**src/rtl/assert_macros.svh**
```systemverilog
// Assertion macros for the RTL; the top-level module includes them.
`ifndef ASSERT_MACROS_SVH
`define ASSERT_MACROS_SVH

// Implication checked on every clock edge outside reset.
`define ASSERT_IMPLY(label, clk, rst_n, ante, cons, msg) \
  label: assert property (@(posedge clk) disable iff (!rst_n) (ante) |-> (cons)) \
    else $error(msg);

// Condition that must hold on every clock edge outside reset.
`define ASSERT_ALWAYS(label, clk, rst_n, cond, msg) \
  label: assert property (@(posedge clk) disable iff (!rst_n) (cond)) \
    else $error(msg);

`endif

```
**src/rtl/tdcfa_pkg.sv**
```systemverilog
// Types, constants and helpers for the time-of-day clock with feed alarms.
package tdcfa_pkg;

  localparam int NUM_ALARMS_DEF = 3;
  localparam int ALARM_W = 20;
  localparam int CFG_IDX_W = 2;
  localparam int HOUR_W = 5;
  localparam int MIN_W = 6;
  localparam int SEC_W = 6;
  localparam int BCD_W = 8;
  localparam int FEED_W = 8;

  localparam logic [HOUR_W-1:0] HOUR_MAX = HOUR_W'(23);
  localparam logic [MIN_W-1:0] MIN_MAX = MIN_W'(59);
  localparam logic [SEC_W-1:0] SEC_MAX = SEC_W'(59);
  localparam logic [SEC_W-1:0] SEC_RESYNC = SEC_W'(45);

  localparam logic OP_TICK = 1'b0;
  localparam logic OP_CHECK = 1'b1;

  localparam logic [CFG_IDX_W-1:0] REG_RTC_EN = 2'd0;
  localparam logic [CFG_IDX_W-1:0] REG_ALARM_BASE = 2'd1;

  typedef struct packed {
    logic [HOUR_W-1:0] hour;
    logic [MIN_W-1:0] minute;
    logic [SEC_W-1:0] second;
  } tod_t;

  typedef struct packed {
    logic [FEED_W-1:0] feed;
    logic armed;
    logic [MIN_W-1:0] minute;
    logic [HOUR_W-1:0] hour;
  } alarm_t;

  typedef struct packed {
    tod_t tod;
    logic minute_roll;
  } tick_res_t;

  typedef struct packed {
    logic fired;
    logic [FEED_W-1:0] amount;
  } match_t;

  function automatic logic [BCD_W-1:0] bcd_dec(input logic [BCD_W-1:0] v,
                                               input logic [BCD_W-1:0] limit);
    logic [BCD_W-1:0] d;
    d = ({4'd0, v[7:4]} << 3) + ({4'd0, v[7:4]} << 1) + {4'd0, v[3:0]};
    return (d > limit) ? limit : d;
  endfunction

endpackage

```
**src/rtl/tdcfa_time.sv**
```systemverilog
// Next time of day: one-second tick with cascaded wrap and BCD resync; a check holds the time.
module tdcfa_time
  import tdcfa_pkg::*;
(
  input  tod_t             cur,
  input  logic             operation,
  input  logic             rtc_enable,
  input  logic [BCD_W-1:0] rtc_hour_bcd,
  input  logic [BCD_W-1:0] rtc_minute_bcd,
  input  logic [BCD_W-1:0] rtc_second_bcd,
  output tick_res_t        res
);

  tod_t inc;
  logic roll;

  always_comb begin
    inc = cur;
    roll = 1'b0;
    if (cur.second >= SEC_MAX) begin
      inc.second = '0;
      roll = 1'b1;
      if (cur.minute >= MIN_MAX) begin
        inc.minute = '0;
        inc.hour = (cur.hour >= HOUR_MAX) ? '0 : cur.hour + HOUR_W'(1);
      end else begin
        inc.minute = cur.minute + MIN_W'(1);
      end
    end else begin
      inc.second = cur.second + SEC_W'(1);
    end
  end

  always_comb begin
    res.tod = cur;
    res.minute_roll = 1'b0;
    if (operation == OP_TICK) begin
      res.tod = inc;
      res.minute_roll = roll;
      if (rtc_enable && inc.second == SEC_RESYNC) begin
        res.tod.hour = HOUR_W'(bcd_dec(rtc_hour_bcd, BCD_W'(HOUR_MAX)));
        res.tod.minute = MIN_W'(bcd_dec(rtc_minute_bcd, BCD_W'(MIN_MAX)));
        res.tod.second = SEC_W'(bcd_dec(rtc_second_bcd, BCD_W'(SEC_MAX)));
      end
    end
  end

endmodule

```
**src/rtl/tdcfa_alarm.sv**
```systemverilog
// Alarm compare: first armed alarm with nonzero feed matching hour and minute.
module tdcfa_alarm
  import tdcfa_pkg::*;
#(
  parameter int NUM_ALARMS = NUM_ALARMS_DEF
) (
  input  logic [NUM_ALARMS-1:0][ALARM_W-1:0] alarm_words,
  input  tod_t                               tod,
  output match_t                             match
);

  alarm_t a;

  always_comb begin
    match = '0;
    a = '0;
    // lowest index wins: scan from the top down
    for (int i = NUM_ALARMS - 1; i >= 0; i--) begin
      a = alarm_t'(alarm_words[i]);
      if (a.armed && a.hour == tod.hour && a.minute == tod.minute && a.feed != '0) begin
        match.fired = 1'b1;
        match.amount = a.feed;
      end
    end
  end

endmodule

```
**src/rtl/time_of_day_clock_with_feed_alarms.sv**
```systemverilog
// Throughput: one item per cycle while out_ready allows; input register, then time and alarm logic
// into the result register, which holds a result while the next item enters.
// Reset: synchronous active-low; time, feed flag, config and valids clear to 0.
`include "assert_macros.svh"
module time_of_day_clock_with_feed_alarms
  import tdcfa_pkg::*;
#(
  parameter int NUM_ALARMS = NUM_ALARMS_DEF
) (
  input  logic                 clk,
  input  logic                 rst_n,
  input  logic                 cfg_wr_en,
  input  logic [CFG_IDX_W-1:0] cfg_index,
  input  logic [ALARM_W-1:0]   cfg_wdata,
  input  logic                 in_valid,
  output logic                 in_ready,
  input  logic                 in_operation,
  input  logic [BCD_W-1:0]     in_rtc_hour_bcd,
  input  logic [BCD_W-1:0]     in_rtc_minute_bcd,
  input  logic [BCD_W-1:0]     in_rtc_second_bcd,
  output logic                 out_valid,
  input  logic                 out_ready,
  output logic [HOUR_W-1:0]    out_hour_now,
  output logic [MIN_W-1:0]     out_minute_now,
  output logic [SEC_W-1:0]     out_second_now,
  output logic                 out_feed_active,
  output logic                 out_fired,
  output logic [FEED_W-1:0]    out_feed_amount
);

  logic                              rtc_en_r;
  logic [NUM_ALARMS-1:0][ALARM_W-1:0] alarm_r;

  logic             in_vld_r;
  logic             op_r;
  logic [BCD_W-1:0] hbcd_r, mbcd_r, sbcd_r;

  tod_t tod_r;
  logic flag_r;
  logic flag_nxt;

  logic             out_vld_r;
  tod_t             out_tod_r;
  logic             out_flag_r;
  match_t           out_match_r;

  tick_res_t tres;
  match_t    mres;
  logic      advance;

  assign advance  = in_vld_r && (!out_vld_r || out_ready);
  assign in_ready = !in_vld_r || advance;

  always_ff @(posedge clk) begin
    if (!rst_n) begin
      rtc_en_r <= 1'b0;
      alarm_r  <= '0;
    end else if (cfg_wr_en) begin
      if (cfg_index == REG_RTC_EN) begin
        rtc_en_r <= cfg_wdata[0];
      end
      for (int i = 0; i < NUM_ALARMS; i++) begin
        if (cfg_index == CFG_IDX_W'(int'(REG_ALARM_BASE) + i)) begin
          alarm_r[i] <= cfg_wdata;
        end
      end
    end
  end

  always_ff @(posedge clk) begin
    if (!rst_n) begin
      in_vld_r <= 1'b0;
    end else if (in_ready) begin
      in_vld_r <= in_valid;
    end
  end

  always_ff @(posedge clk) begin
    if (in_valid && in_ready) begin
      op_r   <= in_operation;
      hbcd_r <= in_rtc_hour_bcd;
      mbcd_r <= in_rtc_minute_bcd;
      sbcd_r <= in_rtc_second_bcd;
    end
  end

  tdcfa_time u_time (
    .cur            (tod_r),
    .operation      (op_r),
    .rtc_enable     (rtc_en_r),
    .rtc_hour_bcd   (hbcd_r),
    .rtc_minute_bcd (mbcd_r),
    .rtc_second_bcd (sbcd_r),
    .res            (tres)
  );

  tdcfa_alarm #(
    .NUM_ALARMS (NUM_ALARMS)
  ) u_alarm (
    .alarm_words (alarm_r),
    .tod         (tres.tod),
    .match       (mres)
  );

  assign flag_nxt = mres.fired ? 1'b1 : (tres.minute_roll ? 1'b0 : flag_r);

  always_ff @(posedge clk) begin
    if (!rst_n) begin
      tod_r  <= '0;
      flag_r <= 1'b0;
    end else if (advance) begin
      tod_r  <= tres.tod;
      flag_r <= flag_nxt;
    end
  end

  always_ff @(posedge clk) begin
    if (!rst_n) begin
      out_vld_r <= 1'b0;
    end else if (advance) begin
      out_vld_r <= 1'b1;
    end else if (out_ready) begin
      out_vld_r <= 1'b0;
    end
  end

  always_ff @(posedge clk) begin
    if (advance) begin
      out_tod_r   <= tres.tod;
      out_flag_r  <= flag_nxt;
      out_match_r <= mres;
    end
  end

  assign out_valid       = out_vld_r;
  assign out_hour_now    = out_tod_r.hour;
  assign out_minute_now  = out_tod_r.minute;
  assign out_second_now  = out_tod_r.second;
  assign out_feed_active = out_flag_r;
  assign out_fired       = out_match_r.fired;
  assign out_feed_amount = out_match_r.amount;

  `ASSERT_IMPLY(a_fired_amount, clk, rst_n, out_vld_r && out_match_r.fired,
                out_match_r.amount != '0, "fired with zero feed amount")
  `ASSERT_IMPLY(a_idle_amount, clk, rst_n, out_vld_r && !out_match_r.fired,
                out_match_r.amount == '0, "feed amount without a fired alarm")
  `ASSERT_IMPLY(a_fired_flag, clk, rst_n, out_vld_r && out_match_r.fired,
                out_flag_r, "alarm fired but feed flag clear")
  `ASSERT_ALWAYS(a_tod_range, clk, rst_n,
                 tod_r.hour <= HOUR_MAX && tod_r.minute <= MIN_MAX && tod_r.second <= SEC_MAX,
                 "time of day out of range")
  `ASSERT_IMPLY(a_ready_free, clk, rst_n, !out_vld_r, in_ready,
                "input stalled while result register empty")

endmodule

```
**config.mk**
```make
export PLATFORM = sky130hd
export DESIGN_NAME = time_of_day_clock_with_feed_alarms
export DESIGN_NICKNAME = d
export VERILOG_FILES = /design/src/rtl/tdcfa_pkg.sv /design/src/rtl/tdcfa_time.sv /design/src/rtl/tdcfa_alarm.sv /design/src/rtl/time_of_day_clock_with_feed_alarms.sv
export VERILOG_INCLUDE_DIRS = /design/src /design/src/rtl
export SDC_FILE = /design/constraint.sdc
export NUM_CORES = 1
export LEC_CHECK = 0
export BUFFER_PORTS_ARGS = -buffer_cell sky130_fd_sc_hd__buf_4
export CORE_AREA = 2 2 113 115
export DETAILED_ROUTE_END_ITERATION = 7
export DIE_AREA = 0 0 115 117
export PLACE_DENSITY = 0.87
export SYNTH_ARGS = -nofsm -noshare
export SYNTH_HDL_FRONTEND = slang
export SYNTH_SLANG_ARGS = --single-unit
```
**constraint.sdc**
```tcl
create_clock -name clk -period 5.5 [get_ports clk]
set_input_delay 1.1 -clock clk [delete_from_list [all_inputs] [get_ports clk]]
set_output_delay 1.1 -clock clk [all_outputs]
set_load 0.02 [all_outputs]
```
# == Word level (Yosys, flattened, before mapping) ==
# Cells that the tools add are included.
# totals
register_bits,133
input_bits,52
output_inout_bits,29
elab_cells,88
# classes
add_sub_neg,9
order_cmp,6
n_eq_ne,10
n_mux,18
n_reduce_logical,25
# op_table
operator,count
$mux 9,3
$add 7x5->8,3
$add 8x4->8,3
$mux 6,4
$reduce_bool 8->1,3
$eq 6x6->1,3
$mux 18,1
$mux 17,1
$gt 8x6->1 const B,2
$eq 5x5->1,3
$mux 5,3
$add 6x1->6 const B,2
$ge 6x6->1 const B,2
$logic_and 1x1->1,12
$mux 11,1
$gt 8x5->1 const B,1
$reduce_and 2->1,4
$eq 6x6->1 const B,1
$add 5x1->5 const B,1
$ge 5x5->1 const B,1
$mux 1,5
$eq 2x2->1 const B,2
$eq 2x1->1 const B,1
$logic_not 1->1,2
other kinds (3),4

# == Depth between registers and ports, before layout ==
# logic_depth
depth_word,14
depth_mapped,15
ltp_nobuf,13

# == By module ==
# Synthesis repeated with hierarchy kept, for this count alone.
# unflattened
hier_cells,648
area_unflattened_um2,6507.5
# modules_own_cells
mod,n_inst,cells_per_inst,area_per_inst_um2,seq_area_each_um2
time_of_day_clock_with_feed_alarms,1,371,4441.8,3183.1
tdcfa_time,1,187,1421.4,0.0
tdcfa_alarm,1,90,644.4,0.0

# == Least setup slack after synthesis ==
# OpenSTA, ideal clock, no wires.
# synth_path
path_type,register to register
startpoint,register mbcd_r[3]
endpoint,"register out_match_r, in the netlist out_feed_amount[0] (data pin)"
setup_time_ps,132
arrival_time_ps,4019
required_time_ps,5368
slack_ps,1349
stages_incl_launch_ff,15
n_path_buf,2
period_less_slack_ps,4151
path_cell_list,edfxtp_1 -> fa_1 -> inv_1 -> fa_1 -> buf_2 -> nor2b_2 -> o22a_1 -> a211oi_1 -> a211o_1 -> a32o_1 -> or4_1 -> or4_1 -> buf_2 -> o2bb2ai_1 -> mux2_2
# synth_rtl
element,line,text
"start, declared",time_of_day_clock_with_feed_alarms.sv:36,"logic [BCD_W-1:0] hbcd_r, mbcd_r, sbcd_r;"
"start signal, assigned",time_of_day_clock_with_feed_alarms.sv:82,mbcd_r <= in_rtc_minute_bcd;
"end signal, assigned",time_of_day_clock_with_feed_alarms.sv:131,out_match_r <= mres;
"end, declared",time_of_day_clock_with_feed_alarms.sv:45,match_t out_match_r;

==> flow_summary_export.csv <==
group,metric,value,unit
layout,antennaDiodeCount,0,
pwr,powerDensity,299,nW/um^2
placement,dp_cells,973,
setup_path,cp.required,5.80,ns
sta,setup_tns,0,ns
sta,hold_viol,0,
setup_path,critPathMaxFanout,10,
routing,via_per_inst,6.38,
sta,min_period_over_period,85.2,%
routing,drc,0,
pwr,clock_power_share,43.1,%
yosys,synthMuxAreaShare,2.01,%
pwr,p_seq_share,44.2,%
global_route,grt.total_usage,29.6,%
global_route,grt_overflow_total,0,
yosys,synth_top_family_by_area,"compound AO/OA/AOI/OAI gates",
routing,vias,6412,
placement,dp_hpwl,13100,microns
setup_path,path_class,"reg -> reg",
yosys,netlist_area,7090,sq um
run_status,outcome,"finished clean",
clock_tree,cts_root_buffer,"clkbuf_16",
yosys,synth-simple-area-share,19.2,%
sta,rsz0062_at_grt,"no",
sta,worst_pin_slew,1.16,ns
yosys,synth_cells,777,
yosys,ys_seq_elements,133,
pwr,switching_share,26.9,%
clock_tree,h-tree-depth,4,
pwr,ir_worst_vdd,0.000271,V
floorplan,io_pins,81,
clock_tree,clock_latency,0.43,ns
clock_tree,cts_resized,0,
floorplan,die_area,13500,sq um
pwr,power.internal,1.82,mW
pwr,p_sw,669,uW
yosys,synth_compound_area_share,20.2,%
sta,period_minus_slack,4.68,ns
clock_tree,cts_tree,"yes",
clock_tree,cts_hold_buffers,0,
setup_path,ff2ff_path_depth,12,
floorplan,fp.dieW,115,microns
yosys,synth_xor_xnor_area_share,3.69,%
yosys,synth_fa_ha_area_share,6.21,%
layout,drive_gt1_share,17.9,%
yosys,syn_area_per_cell,9.13,sq um
pwr,power,2.49,mW
placement,gp_congestion,1.05,
global_route,grt_max_degree,80,
placement,portBuffers,80,
yosys,syn-num-nets,859,
setup_path,arrival,4.99,ns
routing,ant_nets,0,
setup_path,start_kind,"flop",
yosys,async_flop_share,0,%
flow_run,max_cap_viol_count,0,
sta,skew,0.00796,ns
floorplan,initial_core_util,57.6,%
global_route,grt_pass1_wl,30300,microns
clock_tree,clk_path_buf_depth,2,
global_route,antenna_found_initial,1,
sta,setup_violations,0,
layout,syn2layout_area_growth,17.3,%
routing,wl_per_cell,18.8,microns
clock_tree,post_cts_buffers,0,
clock_tree,clk_pin_slew_worst_paths,0.06,ns
layout,fin_nets,924,
sta,slew_headroom,22.5,%
clock_tree,cts_buffers,17,
routing,wirelength,18900,microns
routing,drt_iter0_drc,930,
clock_tree,numClockSinks,133,
layout,fin_cells,1005,
global_route,first_global_vias,6007,
floorplan,coreArea,12300,sq um
floorplan,row_count,41,
worst_hold_path,min_path_cells,2,
setup_path,critical_path.endpoint_type,"flop",
floorplan,die_h,117,microns
yosys,ys_seq_area_share,44.9,%
yosys,synth_edf_count,52,
sta,drv_slew,0,
yosys,synth_flop_cell,"dfxtp_1",
sta,max_freq,0.214,GHz
yosys,synth.distinct_cells,86,
routing,first_pass_iters,6,
pwr,comb_power_share,12.7,%
yosys,yosysWarnings,0,
worst_hold_path,hold_class,"reg -> reg",
pwr,power_leakage,3.12,nW
-- cell usage after synthesis, types with 3 or more instances --
library cell  number  area [sq um]
nand2_1          152           571
a21oi_1           94           470
dfxtp_1           81          1620
edfxtp_1          52          1560
nor2_1            38           143
clkbuf_1          28           105
ha_1              24           300
nand3_1           22           110
inv_1             21          78.8
o21ai_0           21           105
xnor2_1           16           140
buf_2             12          60.1
nand4_1           12          75.1
nor3_1            12          60.1
xor2_1            12           105
mux2_2            10           113
a31oi_1            9          56.3
o2bb2ai_1          9          78.8
o31ai_1            9          67.6
a21o_1             8          60.1
nor4_1             8          50.1
a211oi_1           7          52.6
and3_1             7          43.8
fa_1               6           120
nor2b_1            6          37.5
o211ai_1           5          37.5
or4_1              5          37.5
a211o_1            4          35.0
and2_1             4          25.0
o22ai_1            4          25.0
or2_2              4          25.0
a2bb2oi_1          3          26.3
a32o_1             3          30.0
mux2i_1            3          30.0
nand2b_1           3          18.8
o2111ai_1          3          26.3
-- sequential cells by signal (all words and copies together) (netlist names) --
signal / flops
alarm_r: 60
tod_r: 17
hbcd_r: 8
mbcd_r: 8
out_feed_amount: 8
sbcd_r: 8
out_minute_now: 6
out_second_now: 6
out_hour_now: 5
flag_r: 1
in_vld_r: 1
op_r: 1
out_feed_active: 1
out_fired: 1
out_valid: 1
rtc_en_r: 1
-- logic make-up after synthesis --
kind of cell / count (synthesis)
compound gates: 214
xor+xnor: 29
fa+ha+maj: 32
buf+inv: 66
flops: 133
mux: 13
simple gates: 290
-- cell usage in the layout, fill, tap and decap left out, drive strengths merged, types with 10 or more instances in the layout --
cell type,instances
dfxtp,81
nand3,22
edfxtp,52
nor3,14
buf,90
xnor2,16
nand4,12
o21ai,24
xor2,13
ha,24
clkbuf,18
nor2,38
o31ai,10
a21oi,95
mux2,10
nand2,152
inv,27
-- metal layers --
metal	vias to the layer above	share of wire, %	track usage (%)
met5	-	0	0
met4	0	3.6	14.5
met3	61	11	7.26
met2	401	45	46.3
met1	2990	41	38.8
li1	2960	-	-
-- critical path: stages, from the launching register on --
cell and delay [ns]:
edfxtp_1 0.41, fa_1 0.58, inv_1 0.06, fa_1 0.58, nor2b_2 0.24, o22a_1 0.32, a211oi_1 0.17, a211o_1 0.36
a32o_1 0.26, or4_1 0.53, or4_1 0.63, o2bb2ai_1 0.24, mux2_2 0.18
-- final timing paths --
path	slack (ns)	start	endpoint
max	0.82	mbcd_r[3]$_DFFE_PP_	out_feed_amount[7]$_DFFE_PP_
min	0.47	alarm_r[11]$_SDFFE_PN0P_	alarm_r[11]$_SDFFE_PN0P_
max reg2reg	0.82	mbcd_r[3]$_DFFE_PP_	out_feed_amount[7]$_DFFE_PP_
min reg2reg	0.47	alarm_r[11]$_SDFFE_PN0P_	alarm_r[11]$_SDFFE_PN0P_
-- layout make-up --
cell class                 count  area, sq um
clock inverter                14          126
sequential                   133         3180
multi-input combinational    578         3640
fill                         972         3990
timing repair buffer          90          676
clock buffer                  18          429
inverter                      22         82.6
tap                          150          188
-- through the flow --
stage	util, %	worst slack [ns]	area, sq um	hold WS, ns
floorplan	-	1.35	7090	0.432
global placement	63.1	1.02	7770	0.445
detailed placement	63.1	0.888	7770	0.457
CTS	67.6	0.880	8320	0.465
global route	67.6	0.671	8320	0.488
finish	67.6	0.816	8320	0.465
-- power groups by stage --
| stage | sequential, mW | clock, mW | combinational, mW |
|---|---|---|---|
| floorplan | 1.12 | 0 | 0.197 |
| global placement | 1.12 | 0 | 0.301 |
| detailed placement | 1.12 | 0 | 0.307 |
| CTS | 1.10 | 1.08 | 0.312 |
| global route | 1.10 | 1.12 | 0.348 |
| finish | 1.10 | 1.07 | 0.317 |
(Power assumes the default switching activity.)
